[src/rtl/core/rtc_pkg.sv]
// Shared types, register codes and calendar functions for the real-time clock calendar.
`default_nettype none

package rtc_pkg;

   localparam int CSR_INDEX_W = 2;
   localparam int CSR_DATA_W  = 6;

   localparam logic [CSR_INDEX_W-1:0] CSR_ALARM_HOUR   = 2'd0;
   localparam logic [CSR_INDEX_W-1:0] CSR_ALARM_MINUTE = 2'd1;
   localparam logic [CSR_INDEX_W-1:0] CSR_CHIME_ENABLE = 2'd2;

   localparam logic OP_TICK = 1'b0;
   localparam logic OP_SET  = 1'b1;

   typedef struct packed {
      logic       op;
      logic [5:0] new_second;
      logic [5:0] new_minute;
      logic [4:0] new_hour;
      logic [4:0] new_day;
      logic [3:0] new_month;
      logic [6:0] new_year;
   } req_type;

   typedef struct packed {
      logic [5:0] cur_second;
      logic [5:0] cur_minute;
      logic [4:0] cur_hour;
      logic [4:0] cur_day;
      logic [3:0] cur_month;
      logic [6:0] cur_year;
      logic [2:0] cur_weekday;
      logic       pm_flag;
      logic       hour_chime;
      logic       alarm_match;
   } rsp_type;

   // Length of a month; every fourth year has a long February.
   function automatic logic [4:0] days_in_month(input logic [3:0] month,
                                                input logic [6:0] year);
      logic [4:0] len;
      case (month) inside
         4'd2:                   len = (year[1:0] == 2'd0) ? 5'd29 : 5'd28;
         4'd4, 4'd6, 4'd9, 4'd11: len = 5'd30;
         default:                len = 5'd31;
      endcase
      return len;
   endfunction

   // Days before the first of the month in a common year, reduced modulo seven.
   function automatic logic [2:0] days_before_mod7(input logic [3:0] month);
      logic [2:0] r;
      case (month)
         4'd2:    r = 3'd3;
         4'd3:    r = 3'd3;
         4'd4:    r = 3'd6;
         4'd5:    r = 3'd1;
         4'd6:    r = 3'd4;
         4'd7:    r = 3'd6;
         4'd8:    r = 3'd2;
         4'd9:    r = 3'd5;
         4'd11:   r = 3'd3;
         4'd12:   r = 3'd5;
         default: r = 3'd0;
      endcase
      return r;
   endfunction

   // Weekday of a checked date, Saturday being zero. Since 8 and 64 are both
   // one modulo seven, the octal digits of the day count are summed twice.
   function automatic logic [2:0] weekday_of(input logic [4:0] day,
                                             input logic [3:0] month,
                                             input logic [6:0] year);
      logic [7:0] year_w;
      logic [7:0] leap_days;
      logic [7:0] leap_adj;
      logic [7:0] sum;
      logic [4:0] fold1;
      logic [3:0] fold2;
      year_w    = {1'b0, year};
      leap_days = (year_w + 8'd3) >> 2;
      leap_adj  = ((month > 4'd2) && (year[1:0] == 2'd0)) ? 8'd1 : 8'd0;
      sum       = year_w + leap_days + 8'(days_before_mod7(month)) + leap_adj
                  + 8'(day) - 8'd1;
      fold1     = 5'(sum[7:6]) + 5'(sum[5:3]) + 5'(sum[2:0]);
      fold2     = 4'(fold1[4:3]) + 4'(fold1[2:0]);
      return (fold2 >= 4'd7) ? 3'(fold2 - 4'd7) : fold2[2:0];
   endfunction

endpackage

`default_nettype wire

[src/rtl/core/rtc_calendar_counter.sv]
// A word accepted into the input register is processed once the result register is
// free or being emptied; its result is then offered until the sink takes it.
// Throughput: one word per cycle unless the sink stalls; the input and result
// registers let a new word enter while a finished result still waits to be taken.
// Reset: synchronous; time 00:00:00, 1 January 2000 (a Saturday), alarm at 08:00,
// chime off, both stages empty.
`default_nettype none

module rtc_calendar_counter (
   input  wire                                  clock,
   input  wire                                  reset,
   input  wire                                  req_valid,
   output logic                                 req_stall,
   input  wire  rtc_pkg::req_type               req_data,
   output logic                                 rsp_valid,
   input  wire                                  rsp_stall,
   output rtc_pkg::rsp_type                     rsp_data,
   input  wire                                  csr_we,
   input  wire  [rtc_pkg::CSR_INDEX_W-1:0]      csr_index,
   input  wire  [rtc_pkg::CSR_DATA_W-1:0]       csr_wdata
);

   logic             in_vld_ff;
   rtc_pkg::req_type in_data_ff;
   logic             rsp_vld_ff;
   rtc_pkg::rsp_type rsp_data_ff;

   logic [4:0] wake_hour_ff;
   logic [5:0] wake_min_ff;
   logic       chime_en_ff;

   logic [5:0] sec_ff,   sec_in;
   logic [5:0] min_ff,   min_in;
   logic [4:0] hour_ff,  hour_in;
   logic [4:0] day_ff,   day_in;
   logic [3:0] month_ff, month_in;
   logic [6:0] year_ff,  year_in;
   logic [2:0] wday_ff,  wday_in;
   logic       chime;

   logic       advance;
   logic       req_fire;

   logic [6:0] sec_inc;
   logic [6:0] min_inc;
   logic [5:0] hour_inc;
   logic [5:0] day_inc;
   logic [4:0] month_inc;
   logic [7:0] year_inc;
   logic [3:0] wday_inc;
   logic [4:0] dim_cur;

   logic [5:0] sec_set;
   logic [5:0] min_set;
   logic [4:0] hour_set;
   logic [4:0] day_set;
   logic [3:0] month_set;
   logic [6:0] year_set;
   logic [4:0] dim_set;

   // The processing stage moves when the result register is free or being emptied.
   assign advance   = in_vld_ff && (!rsp_vld_ff || !rsp_stall);
   assign req_stall = in_vld_ff && !advance;
   assign req_fire  = req_valid && !req_stall;

   assign rsp_valid = rsp_vld_ff;
   assign rsp_data  = rsp_data_ff;

   assign sec_inc   = {1'b0, sec_ff} + 7'd1;
   assign min_inc   = {1'b0, min_ff} + 7'd1;
   assign hour_inc  = {1'b0, hour_ff} + 6'd1;
   assign day_inc   = {1'b0, day_ff} + 6'd1;
   assign month_inc = {1'b0, month_ff} + 5'd1;
   assign year_inc  = {1'b0, year_ff} + 8'd1;
   assign wday_inc  = {1'b0, wday_ff} + 4'd1;
   assign dim_cur   = rtc_pkg::days_in_month(month_ff, year_ff);

   // The year is clamped before the day is checked against February.
   assign sec_set   = (in_data_ff.new_second >= 6'd60) ? 6'd0 : in_data_ff.new_second;
   assign min_set   = (in_data_ff.new_minute >= 6'd60) ? 6'd0 : in_data_ff.new_minute;
   assign hour_set  = (in_data_ff.new_hour >= 5'd24) ? 5'd0 : in_data_ff.new_hour;
   assign month_set = ((in_data_ff.new_month == 4'd0) || (in_data_ff.new_month > 4'd12))
                      ? 4'd1 : in_data_ff.new_month;
   assign year_set  = (in_data_ff.new_year > 7'd99) ? 7'd0 : in_data_ff.new_year;
   assign dim_set   = rtc_pkg::days_in_month(month_set, year_set);
   assign day_set   = ((in_data_ff.new_day == 5'd0) || (in_data_ff.new_day > dim_set))
                      ? 5'd1 : in_data_ff.new_day;

   always_comb begin
      sec_in   = sec_ff;
      min_in   = min_ff;
      hour_in  = hour_ff;
      day_in   = day_ff;
      month_in = month_ff;
      year_in  = year_ff;
      wday_in  = wday_ff;
      chime    = 1'b0;
      if (in_data_ff.op == rtc_pkg::OP_TICK) begin
         if (sec_inc >= 7'd60) begin
            sec_in = 6'd0;
            if (min_inc >= 7'd60) begin
               min_in = 6'd0;
               chime  = chime_en_ff;
               if (hour_inc >= 6'd24) begin
                  hour_in = 5'd0;
                  wday_in = (wday_inc >= 4'd7) ? 3'd0 : wday_inc[2:0];
                  if (day_inc > {1'b0, dim_cur}) begin
                     day_in = 5'd1;
                     if (month_inc > 5'd12) begin
                        month_in = 4'd1;
                        year_in  = (year_inc > 8'd99) ? 7'd0 : year_inc[6:0];
                     end else begin
                        month_in = month_inc[3:0];
                     end
                  end else begin
                     day_in = day_inc[4:0];
                  end
               end else begin
                  hour_in = hour_inc[4:0];
               end
            end else begin
               min_in = min_inc[5:0];
            end
         end else begin
            sec_in = sec_inc[5:0];
         end
      end else begin
         sec_in   = sec_set;
         min_in   = min_set;
         hour_in  = hour_set;
         day_in   = day_set;
         month_in = month_set;
         year_in  = year_set;
         wday_in  = rtc_pkg::weekday_of(day_set, month_set, year_set);
      end
   end

   always_ff @(posedge clock) begin
      if (reset) begin
         in_vld_ff     <= 1'b0;
         rsp_vld_ff    <= 1'b0;
         wake_hour_ff  <= 5'd8;
         wake_min_ff   <= 6'd0;
         chime_en_ff   <= 1'b0;
         sec_ff        <= 6'd0;
         min_ff        <= 6'd0;
         hour_ff       <= 5'd0;
         day_ff        <= 5'd1;
         month_ff      <= 4'd1;
         year_ff       <= 7'd0;
         wday_ff       <= 3'd0;
      end else begin
         if (!in_vld_ff || advance) begin
            in_vld_ff <= req_valid;
         end
         if (advance) begin
            rsp_vld_ff <= 1'b1;
         end else if (!rsp_stall) begin
            rsp_vld_ff <= 1'b0;
         end
         if (advance) begin
            sec_ff   <= sec_in;
            min_ff   <= min_in;
            hour_ff  <= hour_in;
            day_ff   <= day_in;
            month_ff <= month_in;
            year_ff  <= year_in;
            wday_ff  <= wday_in;
         end
         if (csr_we) begin
            unique case (csr_index)
               rtc_pkg::CSR_ALARM_HOUR:   wake_hour_ff <= csr_wdata[4:0];
               rtc_pkg::CSR_ALARM_MINUTE: wake_min_ff  <= csr_wdata;
               rtc_pkg::CSR_CHIME_ENABLE: chime_en_ff  <= csr_wdata[0];
               default: ;
            endcase
         end
      end
   end

   always_ff @(posedge clock) begin
      if (req_fire) begin
         in_data_ff <= req_data;
      end
      if (advance) begin
         rsp_data_ff.cur_second  <= sec_in;
         rsp_data_ff.cur_minute  <= min_in;
         rsp_data_ff.cur_hour    <= hour_in;
         rsp_data_ff.cur_day     <= day_in;
         rsp_data_ff.cur_month   <= month_in;
         rsp_data_ff.cur_year    <= year_in;
         rsp_data_ff.cur_weekday <= wday_in;
         rsp_data_ff.pm_flag     <= (hour_in >= 5'd12);
         rsp_data_ff.hour_chime  <= chime;
         rsp_data_ff.alarm_match <= (hour_in == wake_hour_ff) && (min_in == wake_min_ff);
      end
   end

endmodule

`default_nettype wire

[config.mk]
export PLATFORM = sky130hd
export DESIGN_NAME = rtc_calendar_counter
export DESIGN_NICKNAME = d
export VERILOG_FILES = /design/src/rtl/core/rtc_pkg.sv /design/src/rtl/core/rtc_calendar_counter.sv
export SDC_FILE = /design/constraint.sdc
export NUM_CORES = 1
export LEC_CHECK = 0
export BUFFER_PORTS_ARGS = -buffer_cell sky130_fd_sc_hd__buf_2
export CORE_AREA = 8 8 178 129
export DETAILED_ROUTE_END_ITERATION = 10
export DIE_AREA = 0 0 186 137
export PLACE_DENSITY_LB_ADDON = 0.2
export REMOVE_ABC_BUFFERS = 1
export SYNTH_ARGS = -nofsm -noshare
export SYNTH_HDL_FRONTEND = slang
export SYNTH_SLANG_ARGS = --single-unit
export TNS_END_PERCENT = 5
[constraint.sdc]
create_clock -name clock -period 11.7 [get_ports clock]
set_input_delay 0.585 -clock clock [delete_from_list [all_inputs] [get_ports clock]]
set_output_delay 0.585 -clock clock [all_outputs]
set_load 0.005 [all_outputs]
# Word level (Yosys, flattened, before mapping)

Memory sizes are Yosys's and may differ from the RTL's.
Index checks and enable logic that the tools add are counted.

Mux-type cells: 49
Bitwise logic cells: 2
Equality and inequality tests: 15
Add/sub/neg operators: 17
$lt $le $gt $ge: 16
Reduce and logical (&&, ||, !) cells: 25

Operators with widths:

| operator                                                                        | count |
|---|---|
| 5-bit two-way mux                                                               | 12 |
| 7-bit two-way mux                                                               | 8 |
| 6-bit two-way mux                                                               | 7 |
| 4-bit two-way mux                                                               | 7 |
| 3-bit two-way mux                                                               | 7 |
| 4-bit by 3-bit equality test with 1-bit output, second input constant           | 4 |
| 4-bit equality test, second input constant                                      | 4 |
| 6-bit by 1-bit adder with 7-bit output, second input constant                   | 2 |
| 7-bit by 6-bit >= comparator with 1-bit output, second input constant           | 2 |
| 5-bit by 1-bit adder with 6-bit output, second input constant                   | 2 |
| 6-bit >= comparator, second input constant                                      | 2 |
| 2-bit by 3-bit adder with 4-bit output                                          | 2 |
| 7-bit by 1-bit adder with 8-bit output, second input constant                   | 1 |
| 7-bit by 2-bit adder with 8-bit output, second input constant                   | 1 |
| 7-bit by 6-bit adder with 8-bit output                                          | 1 |
| 8-bit by 1-bit adder with 8-bit output                                          | 1 |
| 8-bit by 3-bit adder with 8-bit output                                          | 1 |
| 8-bit by 5-bit adder with 8-bit output                                          | 1 |
| 4-bit by 2-bit equality test with 1-bit output, second input constant           | 2 |
| 4-bit by 3-bit >= comparator with 1-bit output, second input constant           | 2 |
| 8-bit by 7-bit greater-than comparator with 1-bit output, second input constant | 1 |
| 4-bit OR reduction                                                              | 2 |
| 8-bit by 1-bit subtractor with 8-bit output, second input constant              | 1 |
| 7-bit greater-than comparator, second input constant                            | 1 |
| 28 further kinds                                                                | 50 |

Input port bits: 47
Output and inout bits: 41
Register bits: 123
ROM bits: 48
Word-level logic and storage cells: 154
Memories kept: 1

Memories:

| name             | words | width | read ports | clocked after memory_dff | wr ports | line          | source |
|---|---|---|---|---|---|---|---|
| (name not given) | 16    | 3     | 1          | 0                        | 0        | rtc_pkg.sv:54 | `case (month)` |

# Logic depth before layout (Yosys ltp)

Gate-level depths: netlist of run 1.

Depth in word-level cells: 18
Mapped depth: 44
Depth with buffers taken out: 43

# Least setup slack after synthesis of run 1

OpenSTA, ideal clock, no wires.

Path type: register to register
Start: reg in_data_ff[10] (netlist name)
End: reg wday_ff[1]
Arrival time: 7.752 ns
Buffers on the path: 0
Setup slack: 3.816 ns
Library setup time: 0.132 ns
Required time: 11.568 ns
Period minus slack after synthesis: 7.884 ns
Cell stages (with the launch flop): 44
Path through: edfxtp_1 -> and3_1 -> nor3_1 -> inv_1 -> ha_1 -> nor2_1 -> o22ai_1 -> mux2i_1 -> ha_1 -> nor2b_1 -> o21ai_1 -> nand2_1 -> ha_1 -> inv_1 -> fa_1 -> inv_1 -> fa_1 -> inv_1 -> [... 8 more ...] -> fa_1 -> inv_1 -> ha_1 -> inv_1 -> fa_1 -> xnor2_1 -> ha_1 -> inv_1 -> fa_1 -> inv_1 -> ha_1 -> inv_1 -> o22ai_1 -> nor2_1 -> a211oi_1 -> a31oi_1 -> nand2_1 -> a21oi_1

Longest elaborated chain between the ends: 18

Ends and longest elaborated chain:

| what                                                                                           | line                        | source |
|---|---|---|
| start, declared                                                                                | rtc_calendar_counter.sv:24  | `rtc_pkg::req_type in_data_ff;` |
| start signal, assigned                                                                         | rtc_calendar_counter.sv:183 | `in_data_ff <= req_data;` |
| 4-bit greater-than comparator or 4-bit zero test (tied branches)                               | rtc_calendar_counter.sv:82  | `assign month_set = ((in_data_ff.new_month == 4'd0) \|\| (in_data_ff.new_month > 4'd12))` |
| 1-bit logical OR                                                                               | rtc_calendar_counter.sv:82  |  |
| 4-bit two-way mux *                                                                            | rtc_calendar_counter.sv:83  | `? 4'd1 : in_data_ff.new_month;` |
| parallel branches: the longest is 7 deep, another holds 8-bit by 3-bit adder with 8-bit output | --                          |  |
| 8-bit by 5-bit adder with 8-bit output *                                                       | rtc_pkg.sv:85               | `+ 8'(day) - 8'd1;` |
| 8-bit by 1-bit subtractor with 8-bit output *                                                  | rtc_pkg.sv:85               |  |
| 2-bit by 3-bit adder with 4-bit output                                                         | rtc_pkg.sv:86               | `fold1 = 5'(sum[7:6]) + 5'(sum[5:3]) + 5'(sum[2:0]);` |
| 4-bit by 3-bit adder with 5-bit output *                                                       | rtc_pkg.sv:86               |  |
| 2-bit by 3-bit adder with 4-bit output *                                                       | rtc_pkg.sv:87               | `fold2 = 4'(fold1[4:3]) + 4'(fold1[2:0]);` |
| 4-bit by 3-bit >= comparator with 1-bit output or 3-bit subtractor (tied branches)             | rtc_pkg.sv:88               | `return (fold2 >= 4'd7) ? 3'(fold2 - 4'd7) : fold2[2:0];` |
| 3-bit two-way mux *                                                                            | rtc_pkg.sv:88               |  |
| 3-bit two-way mux *                                                                            | rtc_calendar_counter.sv:98  | `if (in_data_ff.op == rtc_pkg::OP_TICK) begin` |
| net wday_in[1]                                                                                 | rtc_calendar_counter.sv:38  | `logic [2:0] wday_ff, wday_in;` |
| end signal, assigned                                                                           | rtc_calendar_counter.sv:168 | `wday_ff <= wday_in;` |
| end, declared                                                                                  | rtc_calendar_counter.sv:38  |  |

Mark *: on every way through the listed nets, which the timed path passes. The select of a mux whose other input is x is not followed.
A chain may end at the register's enable or synchronous reset.

# Worst setup path after layout of run 1

Start: reg in_data_ff[9] (netlist name)
End: reg wday_ff[1]

The elaborated chain is that of the path after synthesis.

==> results.toml, run 1 <==
[critical_path]
crit_slowest_cell = "edfxtp_1"
cp.depth = 43
path_buf_inv = 9
crit_arrival_ns = 9.10
end_kind = "register"
reg2regPathDepth = 43
ff2ff_setup_slack_ns = 2.88
crit_fanout = 11
max_stage_delay_ns = 0.54
required_ns = 11.98
crit_type = "reg2reg"
cpMostUsedCell = "inv_1"
path_delay_family = "adder cells"
startpoint_type = "register"

[timing]
slew_headroom_pct = 25.0
hold_violations = 0
min_period_ns = 8.82
setup_viol = 0
finalSetupTns_ns = 0
min_period_over_period_pct = 75.4
drv_slew = 0
clock_skew_ns = 0.00749
max_freq_mhz = 113
rsz0062_at_grt = "false"
worst_pin_slew_ns = 1.12
hold-worst-slack_ns = 0.332

[place]
portBuffers = 87
gp_congestion = 0.884
place_hpwl_mm = 15.5

[flow_run]
cap_violations = 0

[clock_tree]
clock_latency_ns = 0.43
cts_tree = "built"
htree_levels = 4
post_cts_buffers = 0
postCtsResizedCells = 0
root_buffer = "clkbuf_16"
cts.sinks = 123
cts_buffers = 17
holdBufCountCts = 0
clk_pin_slew_worst_paths_ns = 0.06
clockBufferDepth = 2

[synth]
synth_area_leaders = "edfxtp_1 28%, dfxtp_1 13%, ha_1 7.3%"
syn-cell-area_um2 = 7920
synth_top_area_share_pct = 27.7
ys_seq_area_share_pct = 40.3
async_flop_share_pct = 0
yosysUniqueCellTypes = 81
yosys.area.top_type = "edfxtp_1"
synth_edf_count = 73
ys_warn_count = 0
synth.ff_latch_count = 123
syn_inst = 866
synth_ff_type = "edfxtp_1"
avgSynthCellArea_um2 = 9.15

[floorplan]
design.core.area_um2 = 20300
die_h_um = 137
dieArea_um2 = 25500
pin_count = 88
start_util_pct = 39.1
std_cell_rows = 44
fp.dieW_um = 186

[min_path]
hold_class = "in2reg"
worstHoldPathCells = 1

[power_and_ir_drop]
leakagePower_nw = 3.70
irDropWorstVdd_mv = 0.203
power.density_nw_per_um2 = 219

[grt]
grt_overflow_total = 0
grt_pass1_wl_mm = 34.8
first_global_vias = 6366
grt_max_degree = 66
grt_usage_pct = 17.5
antenna_found_initial = 0

[outcome]
status = "completed"

[final_layout]
area_delta_synth_final_pct = 16.2
finalNetCount = 1039
n_antenna_cell = 0
drive_gt1_share_pct = 16.1

[drt]
antenna_left = 0
vias = 6783
vias_per_cell = 5.55
routed_wl_mm = 22.1
drc = 0
drt-initial-drc-count = 728
avgRoutedWirePerCell_um = 18.1
drt_pass1_iterations = 5
sequential cells by signal (all words and copies together) (netlist names):
signal / count
wday_ff: 3
year_ff: 7
wake_hour_ff: 5
rsp_valid: 1
month_ff: 4
wake_min_ff: 6
chime_en_ff: 1
in_data_ff: 34
in_vld_ff: 1
min_ff: 6
hour_ff: 5
day_ff: 5
sec_ff: 6
rsp_data: 39
layout make-up:
cell class	count	area (um2)
Fill cell	1980	11100
Clock inverter	15	198
Tap cell	276	345
Clock buffer	17	425
Inverter	58	218
Multi-Input combinational cell	639	4330
Sequential cell	123	3190
Timing Repair Buffer	95	495
cell usage in the layout (no fill, tap or decap), drive strengths merged, types with 14 or more instances in the layout:
cell type / n
buf: 95
nand2: 92
nor2: 78
edfxtp: 73
inv: 60
a21oi: 59
dfxtp: 50
ha: 46
o21ai: 41
nor3: 29
nand3: 24
clkbuf: 17
xnor2: 15
mux2i: 15
o211ai: 14
where the power goes:
group	switching, W	total (W)	internal (W)
Combinational	0.000505	0.000905	0.000399
Sequential	0.0000315	0.000539	0.000508
Clock	0.000212	0.000569	0.000356
path summary, 6_finish.rpt:
kind | from | to
min | req_data[7] | in_data_ff[7]
max reg2reg | in_data_ff[9] | wday_ff[1]
max | in_data_ff[9] | wday_ff[1]
min reg2reg | wday_ff[0] | wday_ff[0]
stage by stage:
stage | worst slack, ns | total power, W | instance area, um2 | util [%] | cells
after global placement | 3.18 | 0.00141 | 8580 | 42.4 | 1191
after detailed placement | 3.00 | 0.00143 | 8580 | 42.4 | 1191
after CTS | 2.89 | 0.00202 | 9210 | 45.4 | 1223
final | 2.88 | 0.00201 | 9210 | 45.4 | 1223
after floorplan | 3.73 | 0.00124 | 7730 | - | 820
after global routing | 2.19 | 0.00219 | 9210 | 45.4 | 1223
cell usage after synthesis (9+ instances only):
cell type	count
nand3_1	24
nand2_1	91
edfxtp_1	73
ha_1	46
a21oi_1	59
mux2i_1	15
xnor2_1	15
o21ai_0	40
nor2_1	78
nor4_1	10
a211oi_1	10
nor3_1	29
and3_1	13
dfxtp_1	50
nand2b_1	9
a31oi_1	9
xor2_1	9
inv_1	58
o211ai_1	14
fa_1	12
clkbuf_1	38
per-layer routing:
layer	track usage, %	up-vias	routed length [um]
li1	-	3327	-
met1	27.1	3199	11400
met2	23.4	238	8800
met3	4.38	19	1720
met4	4.57	0	216
met5	0	-	0
worst register-to-register path: cells and delay by family, from the launching register on:
kind	cells	cell delay [ns]
adders and majority gates	13	4.18
AOI/OAI and AO/OA	9	1.49
and+or+nand+nor	9	1.39
buffers and inverters	9	0.60
DFF	1	0.54
xor gates and xnor gates	2	0.33
muxes	1	0.14
cells by family (layout without fill, tap and decap cells):
family / count (synthesis) / count (layout) / synth area share [%]
muxes: 17 / 17 / 2.32
AOI/OAI and AO/OA: 221 / 221 / 18.8
adders and majority gates: 60 / 60 / 10.5
buffers and inverters: 104 / 185 / 5.20
DFF: 123 / 123 / 40.3
other: 1 / 1 / 0.0473
xor gates and xnor gates: 24 / 24 / 2.65
and+or+nand+nor: 316 / 316 / 20.1
(Power assumes the default switching activity.)
==> inputs of run 2 (changes only) <==
==> constraint.sdc (replaced) <==
create_clock -name clock -period 7.65 [get_ports clock]
set_input_delay 0.3825 -clock clock [delete_from_list [all_inputs] [get_ports clock]]
set_output_delay 0.3825 -clock clock [all_outputs]
set_load 0.005 [all_outputs]
==> run 2 against run 1 <==
Effect of this change: the flow now finishes with violations (setup timing); register-to-register slack got worse by 3.0 ns; global-route usage rose by 0.20 points; routed wire length rose by 0.99%; design area rose by 3.6%; non-clock buffer count rose by 33; critical path depth fell by 1; final cell count rose by 2.7%; clock power rose by 32%; die area did not move; sequential cell count did not move; via count rose by 1.9%.
==> results.toml, run 2 (synthesis gave the netlist of run 1 again) <==
[drt]
drc = 0
routed_wl_mm = 22.4
vias_per_cell = 5.50
vias = 6910
drt_pass1_iterations = 5
drt-initial-drc-count = 659
avgRoutedWirePerCell_um = 17.8
antenna_left = 0

[min_path]
hold_end = "in_data_ff[30]"
worstHoldPathCells = 1
hp-start = "req_data[30]"
hold_class = "in2reg"

[critical_path]
crit_fanout = 6
required_ns = 8.00
end_kind = "register"
crit_type = "reg2reg"
worstReg2RegStart = "in_data_ff[10]"
crit_slowest_cell = "fa_1"
ff2ff_setup_slack_ns = -0.13
r2r-end = "wday_ff[0]"
max_stage_delay_ns = 0.52
reg2regPathDepth = 42
startpoint_type = "register"
crit_arrival_ns = 8.13

[power_and_ir_drop]
power.density_nw_per_um2 = 369
p_seq_share_pct = 23.4
p_comb_share_pct = 55.2
total_power_w = 0.00352
leakagePower_nw = 3.82
internal-power_w = 0.00216
switching_share_pct = 38.5
pwr-share-clk_pct = 21.4
irDropWorstVdd_mv = 0.489
power.switching_w = 0.00135

[final_layout]
finalNetCount = 1072
area_delta_synth_final_pct = 20.4
regArea_um2 = 3190
largest_reg_flops = 39
fillerInstances = 1945
mostFrequentLayoutCells = "89 x nand2_1, 87 x buf_2, 77 x nor2_1"
n_antenna_cell = 0
fin_cells = 1256
multi_input_area_um2 = 4500
final_common_cell = "nand2_1"
drive_gt1_share_pct = 22.8
final_util_pct = 47.1

[timing]
hold_violations = 0
setup_viol = 6
min_period_over_period_pct = 102
drv_slew = 0
slew_headroom_pct = 26.0
clock_skew_ns = 0.0135
max_freq_mhz = 128
worst_pin_slew_ns = 1.11
fin_ws_ns = -0.133
rsz0062_at_grt = "true"
min_period_ns = 7.78

[floorplan]
fp.dieW_um = 186
die_h_um = 137
start_util_pct = 39.1
std_cell_rows = 44
dieArea_um2 = 25500
pin_count = 88
design.core.area_um2 = 20300

[flow_run]
cap_violations = 0

[place]
gp_congestion = 0.865
dp_cells = 1221
portBuffers = 87
place_hpwl_mm = 15.6

[clock_tree]
clock_latency_ns = 0.42
cts_buffers = 17
root_buffer = "clkbuf_16"
cts.sinks = 123
htree_levels = 4
holdBufCountCts = 0
cts_tree = "built"
clk_pin_slew_worst_paths_ns = 0.07
clockBufferDepth = 2

[grt]
grt_usage_pct = 17.7
grt_pass1_wl_mm = 35.4
grt_max_degree = 66
first_global_vias = 6362
antenna_found_initial = 0
grt_overflow_total = 0

[outcome]
violations = "setup timing"
status = "complete, but fails checks"
==> run 2: per-layer routing <==
layer | wire length, um | part of all wire [%] | track usage [%]
met5 | 0 | 0 | 0
met4 | 239 | 1.1 | 3.87
met3 | 1430 | 6.4 | 3.93
met2 | 8960 | 40 | 24.4
met1 | 11700 | 52 | 27.4
==> run 2: what timing repair did <==
action / in CTS / in global routing
pin swaps: 27 / 20
gates resized for setup: 30 / 14
setup buffers: 1 / 2
endpoints found under the hold margin: 0 / 0
setup endpoints to repair: 6 / 6
==> run 2: worst max path at each step <==
stage,slack (ns),end,cells past startpoint,from
6_report,-0.13,wday_ff[0],42,in_data_ff[10]
3_5_place_dp,-0.45,wday_ff[0],43,in_data_ff[10]
2_1_floorplan,-0.32,wday_ff[1],43,in_data_ff[9]
5_1_grt,-0.55,wday_ff[0],43,in_data_ff[10]
3_3_place_gp,-0.25,wday_ff[0],42,in_data_ff[10]
4_1_cts,-0.17,wday_ff[0],43,in_data_ff[10]
==> run 2: cell type report <==
| cell class | instances | share of cell area (%) |
|---|---|---|
| clock inverters | 15 | 1.21 |
| repair buffers | 128 | 7.79 |
| inverters | 58 | 2.28 |
| well taps | 276 | 3.62 |
| flip-flops and latches | 123 | 33.5 |
| multi-input cells | 639 | 47.1 |
| clock buffers | 17 | 4.46 |
==> run 2: per-stage QoR <==
stage	area, um2	hold WS, ns	setup WS, ns	setup TNS [ns]
6_report	9540	0.128	-0.133	-0.512
4_1_cts	9450	0.113	-0.173	-0.857
2_1_floorplan	7730	0.451	-0.320	-1.66
3_5_place_dp	8810	0.480	-0.447	-2.40
5_1_grt	9540	0.110	-0.548	-3.07
3_3_place_gp	8810	0.488	-0.247	-1.19
==> run 2: power groups by stage <==
stage	Combinational [W]	Sequential, W	Clock [W]
after floorplan	0.00107	0.000830	0
after global placement	0.00148	0.000835	0
after detailed placement	0.00153	0.000834	0
after CTS	0.00171	0.000821	0.000765
after global routing	0.00217	0.000829	0.000794
final	0.00194	0.000822	0.000752
==> run 2: worst max-delay path: cells and delay by family (launching register included) <==
family,cells,cell delay [ns]
flip-flops,1,0.42
multiplexers,1,0.15
XOR/XNOR,3,0.41
AND/OR/NAND/NOR,6,0.68
adder cells (fa/ha/maj),13,4.03
buffers and inverters,10,0.86
AO/OA/AOI/OAI,9,1.14
==> inputs of run 3 (changes only) <==
--- a/config.mk
+++ b/config.mk
@@ -6,9 +6,9 @@
 export NUM_CORES = 1
 export LEC_CHECK = 0
 export BUFFER_PORTS_ARGS = -buffer_cell sky130_fd_sc_hd__buf_2
-export CORE_AREA = 8 8 178 129
+export CORE_AREA = 8 8 150 152
 export DETAILED_ROUTE_END_ITERATION = 10
-export DIE_AREA = 0 0 186 137
+export DIE_AREA = 0 0 158 160
 export PLACE_DENSITY_LB_ADDON = 0.2
 export REMOVE_ABC_BUFFERS = 1
 export SYNTH_ARGS = -nofsm -noshare
==> run 3 against run 2 <==
Effect of this change: the flow still finishes with violations (setup timing); largest cell class unchanged; routed wire length is 3.7% lower; sequential power rose by 0.5%; count of clock-buffer cells in the layout rose by 5; first-iteration DRC count down 34%; power increased by 16%.
==> results.toml, run 3 (synthesis gave the netlist of run 1 again) <==
[outcome]
status = "complete, but fails checks"
violations = "setup timing"

[clock_tree]
clockBufferDepth = 2
cts.sinks = 123
root_buffer = "clkbuf_16"
clock_latency_ns = 0.42
cts_buffers = 17
holdBufCountCts = 0
clk_pin_slew_worst_paths_ns = 0.06
htree_levels = 4
cts_tree = "built"

[final_layout]
fillerInstances = 1955
regArea_um2 = 3190
multi_input_area_um2 = 4510
final_common_cell = "nand2_1"
n_antenna_cell = 0
finalNetCount = 1071
fin_cells = 1249
area_delta_synth_final_pct = 21.4
largest_reg_flops = 39
drive_gt1_share_pct = 21.7
mostFrequentLayoutCells = "90 x nand2_1, 87 x buf_2, 77 x nor2_1"

[floorplan]
start_util_pct = 39.5
design.core.area_um2 = 20000
die_h_um = 160
dieArea_um2 = 25300
fp.dieW_um = 158
pin_count = 88
std_cell_rows = 52

[drt]
antenna_left = 0
vias_per_cell = 5.48
routed_wl_mm = 21.5
vias = 6850
drc = 0
drt_pass1_iterations = 6
avgRoutedWirePerCell_um = 17.2
drt-initial-drc-count = 438

[critical_path]
required_ns = 7.99
crit_arrival_ns = 8.15
crit_fanout = 3
cpMostUsedCell = "inv_2"
crit_slowest_cell = "fa_1"
end_kind = "register"
max_stage_delay_ns = 0.54
startpoint_type = "register"
crit_type = "reg2reg"

[grt]
grt_overflow_total = 0
first_global_vias = 6621
antenna_found_initial = 0
grt_pass1_wl_mm = 34.6
grt_usage_pct = 17.2
grt_max_degree = 69

[timing]
clock_skew_ns = 0.00848
min_period_ns = 7.81
setup_viol = 6
min_period_over_period_pct = 102
drv_slew = 0
hold_violations = 0
worst_pin_slew_ns = 1.15
slew_headroom_pct = 23.4
fin_ws_ns = -0.157
max_freq_mhz = 128
finalSetupTns_ns = -0.518
rsz0062_at_grt = "true"

[flow_run]
cap_violations = 0

[place]
dp_cells = 1212
gp_congestion = 0.861
portBuffers = 87
place_hpwl_mm = 15.0

[power_and_ir_drop]
leakagePower_nw = 3.87
power.density_nw_per_um2 = 423
irDropWorstVdd_mv = 0.606

[min_path]
hold_class = "in2reg"
==> run 3: changes by cell type in the layout (fill, tap and decap cells not counted), moves of 3 or more <==
cell,before,now
buf_6,0,6
buf_4,41,34
inv_6,5,0
clkinv_1,0,3
clkbuf_1,0,4
bufinv_16,0,4
==> run 3: what timing repair did <==
action                                  CTS  global route
endpoints found under the setup margin    6             6
buffers inserted                          2             4
gates resized for setup                  29            22
pin swaps                                23            34
==> run 3: final timing paths <==
path / startpoint / endpoint / slack (ns) / depth (start not counted)
max: in_data_ff[10] / wday_ff[0] / -0.16 / 42
min: req_data[7] / in_data_ff[7] / 0.13 / 1
max reg2reg: in_data_ff[10] / wday_ff[0] / -0.16 / 42
min reg2reg: chime_en_ff / chime_en_ff / 0.49 / 2
==> run 3: worst max-delay path: cells and delay by family (launching register included) <==
kind,cells,cell delay [ns]
fa+ha+maj,13,4.15
compound gates,10,1.26
buf+inv,10,0.72
simple gates,5,0.69
flops,1,0.41
xor+xnor,3,0.39
mux,1,0.09
==> run 3: metal layers <==
metal / GRT usage, % / wire length [um]
met1: 22.9 / 9930
met2: 27.4 / 10300
met3: 3.40 / 1020
met4: 5.36 / 319
met5: 0 / 0
==> run 3: where the power goes <==
part | total [W] | switching [W] | internal, W
logic | 0.00240 | 0.00120 | 0.00119
registers | 0.000826 | 0.0000488 | 0.000777
clock network | 0.000841 | 0.000292 | 0.000549
total | 0.00406 | 0.00154 | 0.00252
==> run 3: final cells by class <==
cell class              count  area share, %
flip-flops and latches    123           33.2
clock buffers              22           4.72
well taps                 270           3.51
clock inverters            10           1.55
inverters                  58           2.26
multi-input cells         639           46.9
repair buffers            127           7.88
==> run 3: stage by stage <==
stage / total power [W] / setup slack, ns / hold WS (ns) / area [um2] / utilization, %
CTS: 0.00349 / -0.130 / 0.119 / 9500 / 47.4
global route: 0.00432 / -0.522 / 0.114 / 9620 / 48.0
detailed placement: 0.00236 / -0.336 / 0.480 / 8770 / 43.8
floorplan: 0.00190 / -0.320 / 0.451 / 7730 / -
global placement: 0.00231 / -0.133 / 0.480 / 8770 / 43.8
finish: 0.00406 / -0.157 / 0.132 / 9620 / 48.0
